[src/hw/rtl/nps_pkg.sv]
`default_nettype none

package nps_pkg;

    // Defaults for the top-level parameters.
    localparam int MAX_LEN_DEF    = 16;
    localparam int ELEM_WIDTH_DEF = 16;

    // Fixed port widths.
    localparam int LEN_W = 5;
    localparam int POS_W = 4;
    localparam int VAL_W = 16;

    // Length register value after reset.
    localparam logic [LEN_W-1:0] LEN_RESET = 5'd16;

    // Controller states.
    typedef enum logic [3:0] {
        ST_IDLE,
        ST_ADV_CHK,
        ST_PIV_INIT,
        ST_PIV_RUN,
        ST_SUC_INIT,
        ST_SUC_RUN,
        ST_SWAP,
        ST_REV_RLO,
        ST_REV_RHI,
        ST_REV_WLO,
        ST_REV_WHI,
        ST_EMIT_INIT,
        ST_EMIT_RUN
    } state_t;

    // Commands from the controller to the datapath.
    typedef enum logic [3:0] {
        DP_NOP,
        DP_LOAD,
        DP_ADV,
        DP_PIV_INIT,
        DP_PIV_RUN,
        DP_SUC_INIT,
        DP_SUC_RUN,
        DP_SWAP,
        DP_REV_RLO,
        DP_REV_RHI,
        DP_REV_WLO,
        DP_REV_WHI,
        DP_EMIT_INIT,
        DP_EMIT_RUN
    } dp_cmd_t;

    // Status from the datapath back to the controller.
    typedef struct packed {
        logic n_zero;
        logic n_short;
        logic piv_hit;
        logic piv_none;
        logic succ_hit;
        logic rev_start;
        logic rev_more;
        logic emit_last;
    } dp_stat_t;

endpackage

`default_nettype wire

[src/hw/rtl/next_permutation_stepper_unit.sv]
// Load transfers leave busy low; the next item can follow at once.
// An advance over n elements keeps busy high until the controller returns to idle:
// pivot scan, successor scan and suffix reversal all go through the one read port of the store.
// Results leave one per cycle at the end of an advance; the receiver cannot stall them.
// Reset clears the controller and sets the length register to 16; the element store is not cleared.
`default_nettype none

module next_permutation_stepper_unit import nps_pkg::*; #(
    parameter int MAX_LEN    = MAX_LEN_DEF,
    parameter int ELEM_WIDTH = ELEM_WIDTH_DEF
) (
    input  wire logic             clk,
    input  wire logic             rst_n,
    input  wire logic             start,
    output logic                  busy,
    input  wire logic             op,
    input  wire logic [POS_W-1:0] position,
    input  wire logic [VAL_W-1:0] element_value,
    input  wire logic             cfg_wr_en,
    input  wire logic [LEN_W-1:0] length_in_use,
    output logic                  result_valid,
    output logic      [POS_W-1:0] out_position,
    output logic      [VAL_W-1:0] out_value,
    output logic                  found,
    output logic                  last
);

    dp_cmd_t  cmd;
    dp_stat_t stat;

    // Sequencer for load and advance transfers.
    nps_ctrl u_ctrl (
        .clk          (clk),
        .rst_n        (rst_n),
        .start        (start),
        .op           (op),
        .stat         (stat),
        .cmd          (cmd),
        .busy         (busy),
        .result_valid (result_valid)
    );

    // Element store, scan registers and result fields.
    nps_datapath #(
        .MAX_LEN    (MAX_LEN),
        .ELEM_WIDTH (ELEM_WIDTH)
    ) u_datapath (
        .clk           (clk),
        .rst_n         (rst_n),
        .cmd           (cmd),
        .stat          (stat),
        .cfg_wr_en     (cfg_wr_en),
        .length_in_use (length_in_use),
        .position      (position),
        .element_value (element_value),
        .out_position  (out_position),
        .out_value     (out_value),
        .found         (found),
        .last          (last)
    );

endmodule

`default_nettype wire

[src/hw/rtl/nps_ram.sv]
`default_nettype none

// Simple dual-port RAM: one write port, one read port with registered data.
module nps_ram #(
    parameter int WIDTH = 16,
    parameter int DEPTH = 16
) (
    input  wire logic                     clk,
    input  wire logic                     we,
    input  wire logic [$clog2(DEPTH)-1:0] waddr,
    input  wire logic [WIDTH-1:0]         wdata,
    input  wire logic [$clog2(DEPTH)-1:0] raddr,
    output logic      [WIDTH-1:0]         rdata
);

    logic [WIDTH-1:0] mem [DEPTH];

    always_ff @(posedge clk)
    begin
        if (we)
        begin
            mem[waddr] <= wdata;
        end
        rdata <= mem[raddr];
    end

endmodule

`default_nettype wire

[src/hw/rtl/nps_datapath.sv]
`default_nettype none

module nps_datapath import nps_pkg::*; #(
    parameter int MAX_LEN    = MAX_LEN_DEF,
    parameter int ELEM_WIDTH = ELEM_WIDTH_DEF
) (
    input  wire logic             clk,
    input  wire logic             rst_n,
    input  wire dp_cmd_t          cmd,
    output dp_stat_t              stat,
    input  wire logic             cfg_wr_en,
    input  wire logic [LEN_W-1:0] length_in_use,
    input  wire logic [POS_W-1:0] position,
    input  wire logic [VAL_W-1:0] element_value,
    output logic      [POS_W-1:0] out_position,
    output logic      [VAL_W-1:0] out_value,
    output logic                  found,
    output logic                  last
);

    localparam int IW = $clog2(MAX_LEN);
    localparam int CW = $clog2(MAX_LEN + 1);
    localparam int NW = (CW > LEN_W) ? CW : LEN_W;

    // Control registers.
    logic [LEN_W-1:0]      len_reg, len_next;
    logic [CW-1:0]         n_reg, n_next;
    logic                  found_reg, found_next;

    // Working registers.
    logic [IW-1:0]         cnt_reg, cnt_next;
    logic [IW-1:0]         ridx_reg;
    logic [IW-1:0]         piv_idx_reg, piv_idx_next;
    logic [IW-1:0]         succ_idx_reg, succ_idx_next;
    logic [IW-1:0]         lo_reg, lo_next;
    logic [IW-1:0]         hi_reg, hi_next;
    logic [ELEM_WIDTH-1:0] prev_reg, prev_next;
    logic [ELEM_WIDTH-1:0] piv_val_reg, piv_val_next;
    logic [ELEM_WIDTH-1:0] tmp_reg, tmp_next;

    // Element store port signals.
    logic                  ram_we;
    logic [IW-1:0]         ram_waddr;
    logic [ELEM_WIDTH-1:0] ram_wdata;
    logic [IW-1:0]         ram_raddr;
    logic [ELEM_WIDTH-1:0] ram_rdata;

    logic [NW-1:0]         len_ext;
    logic [NW-1:0]         n_sat;
    logic                  pos_ok;
    logic                  ridx_top;
    logic                  rd_less;

    nps_ram #(
        .WIDTH (ELEM_WIDTH),
        .DEPTH (MAX_LEN)
    ) u_store (
        .clk   (clk),
        .we    (ram_we),
        .waddr (ram_waddr),
        .wdata (ram_wdata),
        .raddr (ram_raddr),
        .rdata (ram_rdata)
    );

    // Length in use, saturated to the array size.
    assign len_ext = NW'(len_reg);
    assign n_sat   = (len_ext > NW'(MAX_LEN)) ? NW'(MAX_LEN) : len_ext;
    assign pos_ok  = (32'(position) < 32'(MAX_LEN));

    // The read data belongs to the highest position in use.
    assign ridx_top = ((CW'(ridx_reg) + CW'(1)) == n_reg);
    assign rd_less  = (ram_rdata < prev_reg);

    // Status toward the controller.
    always_comb
    begin
        stat.n_zero    = (n_reg == '0);
        stat.n_short   = (n_reg < CW'(2));
        stat.piv_hit   = !ridx_top && rd_less;
        stat.piv_none  = !ridx_top && !rd_less && (ridx_reg == '0);
        stat.succ_hit  = (ram_rdata > piv_val_reg);
        stat.rev_start = ((CW'(piv_idx_reg) + CW'(2)) < n_reg);
        stat.rev_more  = ((CW'(lo_reg) + CW'(2)) < CW'(hi_reg));
        stat.emit_last = ridx_top;
    end

    // Command decode: store access and next values of the working registers.
    always_comb
    begin
        len_next      = cfg_wr_en ? length_in_use : len_reg;
        n_next        = n_reg;
        found_next    = found_reg;
        cnt_next      = cnt_reg;
        piv_idx_next  = piv_idx_reg;
        succ_idx_next = succ_idx_reg;
        lo_next       = lo_reg;
        hi_next       = hi_reg;
        prev_next     = prev_reg;
        piv_val_next  = piv_val_reg;
        tmp_next      = tmp_reg;
        ram_we        = 1'b0;
        ram_waddr     = piv_idx_reg;
        ram_wdata     = ram_rdata;
        ram_raddr     = cnt_reg;
        case (cmd)
            DP_NOP:
            begin
            end
            DP_LOAD:
            begin
                ram_we    = pos_ok;
                ram_waddr = IW'(position);
                ram_wdata = ELEM_WIDTH'(element_value);
            end
            DP_ADV:
            begin
                n_next     = CW'(n_sat);
                found_next = 1'b0;
            end
            DP_PIV_INIT, DP_SUC_INIT:
            begin
                ram_raddr = IW'(n_reg - CW'(1));
                cnt_next  = IW'(n_reg - CW'(2));
            end
            DP_PIV_RUN:
            begin
                cnt_next = cnt_reg - IW'(1);
                if (stat.piv_hit)
                begin
                    piv_idx_next = ridx_reg;
                    piv_val_next = ram_rdata;
                    found_next   = 1'b1;
                end
                else
                begin
                    prev_next = ram_rdata;
                end
            end
            DP_SUC_RUN:
            begin
                cnt_next = cnt_reg - IW'(1);
                if (stat.succ_hit)
                begin
                    // The successor value moves into the pivot slot now.
                    ram_we        = 1'b1;
                    ram_waddr     = piv_idx_reg;
                    ram_wdata     = ram_rdata;
                    succ_idx_next = ridx_reg;
                end
            end
            DP_SWAP:
            begin
                ram_we    = 1'b1;
                ram_waddr = succ_idx_reg;
                ram_wdata = piv_val_reg;
                lo_next   = piv_idx_reg + IW'(1);
                hi_next   = IW'(n_reg - CW'(1));
            end
            DP_REV_RLO:
            begin
                ram_raddr = lo_reg;
            end
            DP_REV_RHI:
            begin
                ram_raddr = hi_reg;
                tmp_next  = ram_rdata;
            end
            DP_REV_WLO:
            begin
                ram_we    = 1'b1;
                ram_waddr = lo_reg;
                ram_wdata = ram_rdata;
            end
            DP_REV_WHI:
            begin
                ram_we    = 1'b1;
                ram_waddr = hi_reg;
                ram_wdata = tmp_reg;
                lo_next   = lo_reg + IW'(1);
                hi_next   = hi_reg - IW'(1);
            end
            DP_EMIT_INIT:
            begin
                ram_raddr = '0;
                cnt_next  = IW'(1);
            end
            DP_EMIT_RUN:
            begin
                cnt_next = cnt_reg + IW'(1);
            end
            default:
            begin
            end
        endcase
    end

    // Control registers with reset.
    always_ff @(posedge clk or negedge rst_n)
    begin
        if (!rst_n)
        begin
            len_reg   <= LEN_RESET;
            n_reg     <= '0;
            found_reg <= 1'b0;
        end
        else
        begin
            len_reg   <= len_next;
            n_reg     <= n_next;
            found_reg <= found_next;
        end
    end

    // Working registers; the read index follows the read address.
    always_ff @(posedge clk)
    begin
        cnt_reg      <= cnt_next;
        ridx_reg     <= ram_raddr;
        piv_idx_reg  <= piv_idx_next;
        succ_idx_reg <= succ_idx_next;
        lo_reg       <= lo_next;
        hi_reg       <= hi_next;
        prev_reg     <= prev_next;
        piv_val_reg  <= piv_val_next;
        tmp_reg      <= tmp_next;
    end

    // Result fields come straight from the store read register.
    assign out_position = POS_W'(ridx_reg);
    assign out_value    = VAL_W'(ram_rdata);
    assign found        = found_reg;
    assign last         = ridx_top;

endmodule

`default_nettype wire

[src/hw/rtl/nps_ctrl.sv]
`default_nettype none

module nps_ctrl import nps_pkg::*; (
    input  wire logic     clk,
    input  wire logic     rst_n,
    input  wire logic     start,
    input  wire logic     op,
    input  wire dp_stat_t stat,
    output dp_cmd_t       cmd,
    output logic          busy,
    output logic          result_valid
);

    state_t state_reg, state_next;

    // State register.
    always_ff @(posedge clk or negedge rst_n)
    begin
        if (!rst_n)
        begin
            state_reg <= ST_IDLE;
        end
        else
        begin
            state_reg <= state_next;
        end
    end

    // Next-state logic.
    always_comb
    begin
        state_next = state_reg;
        case (state_reg)
            ST_IDLE:
            begin
                if (start && op)
                begin
                    state_next = ST_ADV_CHK;
                end
            end
            ST_ADV_CHK:
            begin
                if (stat.n_zero)
                begin
                    state_next = ST_IDLE;
                end
                else if (stat.n_short)
                begin
                    state_next = ST_EMIT_INIT;
                end
                else
                begin
                    state_next = ST_PIV_INIT;
                end
            end
            ST_PIV_INIT:
            begin
                state_next = ST_PIV_RUN;
            end
            ST_PIV_RUN:
            begin
                if (stat.piv_hit)
                begin
                    state_next = ST_SUC_INIT;
                end
                else if (stat.piv_none)
                begin
                    state_next = ST_EMIT_INIT;
                end
            end
            ST_SUC_INIT:
            begin
                state_next = ST_SUC_RUN;
            end
            ST_SUC_RUN:
            begin
                if (stat.succ_hit)
                begin
                    state_next = ST_SWAP;
                end
            end
            ST_SWAP:
            begin
                state_next = stat.rev_start ? ST_REV_RLO : ST_EMIT_INIT;
            end
            ST_REV_RLO:
            begin
                state_next = ST_REV_RHI;
            end
            ST_REV_RHI:
            begin
                state_next = ST_REV_WLO;
            end
            ST_REV_WLO:
            begin
                state_next = ST_REV_WHI;
            end
            ST_REV_WHI:
            begin
                state_next = stat.rev_more ? ST_REV_RLO : ST_EMIT_INIT;
            end
            ST_EMIT_INIT:
            begin
                state_next = ST_EMIT_RUN;
            end
            ST_EMIT_RUN:
            begin
                if (stat.emit_last)
                begin
                    state_next = ST_IDLE;
                end
            end
            default:
            begin
                state_next = ST_IDLE;
            end
        endcase
    end

    // Output decode: datapath command, busy and result strobe.
    always_comb
    begin
        cmd          = DP_NOP;
        busy         = 1'b1;
        result_valid = 1'b0;
        case (state_reg)
            ST_IDLE:
            begin
                busy = 1'b0;
                if (start)
                begin
                    cmd = op ? DP_ADV : DP_LOAD;
                end
            end
            ST_ADV_CHK:   cmd = DP_NOP;
            ST_PIV_INIT:  cmd = DP_PIV_INIT;
            ST_PIV_RUN:   cmd = DP_PIV_RUN;
            ST_SUC_INIT:  cmd = DP_SUC_INIT;
            ST_SUC_RUN:   cmd = DP_SUC_RUN;
            ST_SWAP:      cmd = DP_SWAP;
            ST_REV_RLO:   cmd = DP_REV_RLO;
            ST_REV_RHI:   cmd = DP_REV_RHI;
            ST_REV_WLO:   cmd = DP_REV_WLO;
            ST_REV_WHI:   cmd = DP_REV_WHI;
            ST_EMIT_INIT: cmd = DP_EMIT_INIT;
            ST_EMIT_RUN:
            begin
                cmd          = DP_EMIT_RUN;
                result_valid = 1'b1;
            end
            default:
            begin
                cmd = DP_NOP;
            end
        endcase
    end

endmodule

`default_nettype wire

[config.mk]
export PLATFORM = sky130hd
export DESIGN_NAME = next_permutation_stepper_unit
export DESIGN_NICKNAME = d
export VERILOG_FILES = /design/src/hw/rtl/nps_pkg.sv /design/src/hw/rtl/next_permutation_stepper_unit.sv /design/src/hw/rtl/nps_ram.sv /design/src/hw/rtl/nps_datapath.sv /design/src/hw/rtl/nps_ctrl.sv
export SDC_FILE = /design/constraint.sdc
export NUM_CORES = 1
export LEC_CHECK = 0
export BUFFER_PORTS_ARGS = -buffer_cell sky130_fd_sc_hd__buf_2
export CAP_MARGIN = 20
export CORE_MARGIN = 10
export CORE_UTILIZATION = 50
export CTS_CLUSTER_SIZE = 12
export DETAILED_ROUTE_END_ITERATION = 6
export PLACE_DENSITY = 0.66
export RECOVER_POWER = 50
export SYNTH_ARGS = -nofsm -noshare
export SYNTH_HDL_FRONTEND = slang
export SYNTH_SLANG_ARGS = --single-unit
export TNS_END_PERCENT = 30
[constraint.sdc]
create_clock -name clk -period 4.4 [get_ports clk]
set_clock_uncertainty 0.1 [all_clocks]
set_input_delay 0.88 -clock clk [delete_from_list [all_inputs] [get_ports clk]]
set_output_delay 0.88 -clock clk [all_outputs]
set_load 0.03 [all_outputs]
==> flow_summary.yaml <==
drt:
  drt_wl_total_um: 37800
  drt_first_pass_iters: 7
  drt_iter0_drc: 983
  dr_total_vias: 9690
  vias_per_cell: 5.91
  antenna_left: 0
  wl_per_cell_um: 23.1
  post-route-drc-count: 10
clock_tree:
  cts_setup_buffers: 0
  cts_tree: "done"
  clk_latency_ns: 0.53
  htree_levels: 2
  path_clk_slew_ns: 0.06
  clock_path_buffers: 3
  ctsRootBufferMaster: "clkbuf_16"
  ctsResizeCount: 0
  cts_hold_buf: 0
  numClockSinks: 359
  numCtsBuffers: 38
worst_setup_path:
  cp.required_ns: 4.50
  critPathArrivalTime_ns: 3.95
  critical_path.startpoint_type: "flop"
  end_kind: "flop"
  r2r-start: "u_ctrl.state_reg[3]"
  crit_path_start: "u_ctrl.state_reg[3]"
  crit_type: "flop to flop"
  critPathMaxFanout: 21
timing:
  worst_slew_pin_slew_ns: 0.971
  min_period_over_period_pct: 87.5
  relSlewSlack_pct: 35.2
  fin_tns_setup_ns: 0
  rsz0062_at_grt: "false"
  slew_viol_final: 0
  final-setup-viol-count: 0
  hold_viol: 0
  min_period_ns: 3.85
  hold-worst-slack_ns: 0.336
  clock.fmax_mhz: 260
outcome:
  violations: "DRC"
  outcome: "complete, but fails checks"
synthesis:
  synth_area_um2: 15900
  ys_seq_elements: 359
  synth-edff-count: 324
  synth_async_sr_flop_share_pct: 4.18
  synth_cell_types: 72
  avgSynthCellArea_um2: 14.4
  syn_inst: 1111
  synthesis.nets: 1192
  synth_ff_type: "edfxtp_1"
  ys_seq_area_share_pct: 65.9
  yosysWarningCount: 0
global_routing:
  grt_pass1_wl_um: 57300
  overflow: 0
  grt_max_degree: 64
  antenna_found_initial: 0
  track_usage_pct: 19.1
  grt_pass1_vias: 9508
layout:
  layout.cells.most_common_list: "324 x edfxtp_1, 84 x nand2_1, 72 x mux2i_1"
  largest-register: "u_datapath.u_store.mem"
  area_growth_pct: 13.5
  drive_gt1_share_pct: 15.9
  final_nets: 1292
  diodes: 0
  largest_register_ffs: 256
  layout_commonest_cell: "edfxtp_1"
pwr:
  ir_drop_mv: 0.243
  power_frac_comb_pct: 0.4
  switchingPower_mw: 1.26
  powerDensity_nw_per_um2: 370
  leakage_nw: 6.06
  p_int_mw: 5.44
  pwr-share-seq_pct: 54.8
  switching_share_pct: 18.8
  clockPowerShare_pct: 44.8
floorplanning:
  die_w_um: 199
  die_area_um2: 39400
  die_height_um: 199
  start_util_pct: 50.7
  row_count: 65
  pin_count: 54
  coreArea_um2: 31500
flow_run:
  drv_cap: 0
placed_design:
  dp_hpwl_um: 25000
  gp_congestion: 0.933
  port-buffer-count: 53
min_path:
  hp-class: "primary input to asynchronous set/reset pin"
per-layer routing:
metal / part of all wire, % / track usage, %
met2: 45 / 28.7
met4: 2.6 / 6.47
met1: 45 / 27.1
met3: 7.8 / 3.84
met5: 0 / 0
cells in the mapped netlist, drive strengths merged (4+ instances only):
master  instances  share of area (%)
xnor2          13               0.71
a31oi           6               0.33
nor3           20               0.63
a22oi           5               0.27
nor2           31               0.79
mux2i          72                4.5
nand2          84                2.0
a222oi         20                1.3
dfxtp          20                2.5
mux2           55                3.9
nor2b          21               0.82
a211o          19                1.0
nand4          20               0.78
xor2            7               0.43
dfrtp          14                2.2
nand3           8               0.25
o21a            4               0.19
nand2b         13               0.51
edfxtp        324                 61
a211oi         21                1.1
o21ai          31               0.97
inv            68                1.6
a21oi          19               0.60
a21o            8               0.38
buf            34                1.4
o211ai         51                2.4
o221ai          4               0.22
ha             50                3.9
clkbuf         23               0.55
metrics by stage:
| stage | setup slack [ns] | instance area (µm²) | std cells | utilization (%) | total power, mW |
|---|---|---|---|---|---|
| 5_1_grt | 0.323 | 18100 | 1640 | 57.5 | 6.91 |
| 3_5_place_dp | 0.827 | 17000 | 1573 | 54.2 | 3.77 |
| 2_1_floorplan | 0.524 | 15900 | 1111 | - | 3.75 |
| 6_report | 0.549 | 18100 | 1640 | 57.5 | 6.70 |
| 3_3_place_gp | 0.847 | 17000 | 1573 | 54.2 | 3.77 |
| 4_1_cts | 0.824 | 18200 | 1640 | 57.8 | 6.76 |
worst max-delay path, stage by stage, from the launching register on:
cell	delay (ns)
dfrtp_1	0.69
clkbuf_1	0.54
nand2b_1	0.30
nor2_1	0.56
buf_4	0.40
a222oi_1	0.10
o21ai_0	0.10
clkbuf_1	0.72
path summary, 6_finish.rpt:
path                       cells after the start                       endpoint  slack [ns]
setup / recovery                               7  u_datapath.u_store.mem[7][12]        0.55
min in group clk                               1               u_datapath.found        0.40
hold / removal                                 1            u_ctrl.state_reg[0]        0.34
hold reg to reg                                1               u_datapath.found        0.40
setup reg to reg                               7  u_datapath.u_store.mem[7][12]        0.55
max in group asynchronous                      1          u_datapath.len_ext[3]        3.33
layout make-up:
class / count / area [µm²]
Clock buffer: 56 / 1040
Timing Repair Buffer: 117 / 712
Multi-Input combinational cell: 627 / 4960
Tap cell: 402 / 503
Clock inverter: 11 / 125
Inverter: 68 / 255
Sequential cell: 359 / 10500
Fill cell: 2492 / 13400
power by group through the flow:
stage	Sequential, mW	Clock, mW	Combinational (mW)
after CTS	3.67	3.07	0.0290
after floorplan	3.74	0	0.00773
final	3.67	3.00	0.0285
after global placement	3.74	0	0.0286
after global routing	3.67	3.21	0.0309
after detailed placement	3.74	0	0.0288
cells by family (layout without fill, tap and decap cells):
logic type / Yosys count / after routing / synth area share, %
XOR/XNOR: 20 / 20 / 1.15
flip-flops: 359 / 359 / 65.9
buffers and inverters: 125 / 252 / 3.52
adder cells (fa/ha/maj): 51 / 51 / 4.05
AO/OA/AOI/OAI: 217 / 217 / 10.4
AND/OR/NAND/NOR: 212 / 212 / 6.61
multiplexers: 127 / 127 / 8.40
Power figures use the tool's default switching activity.
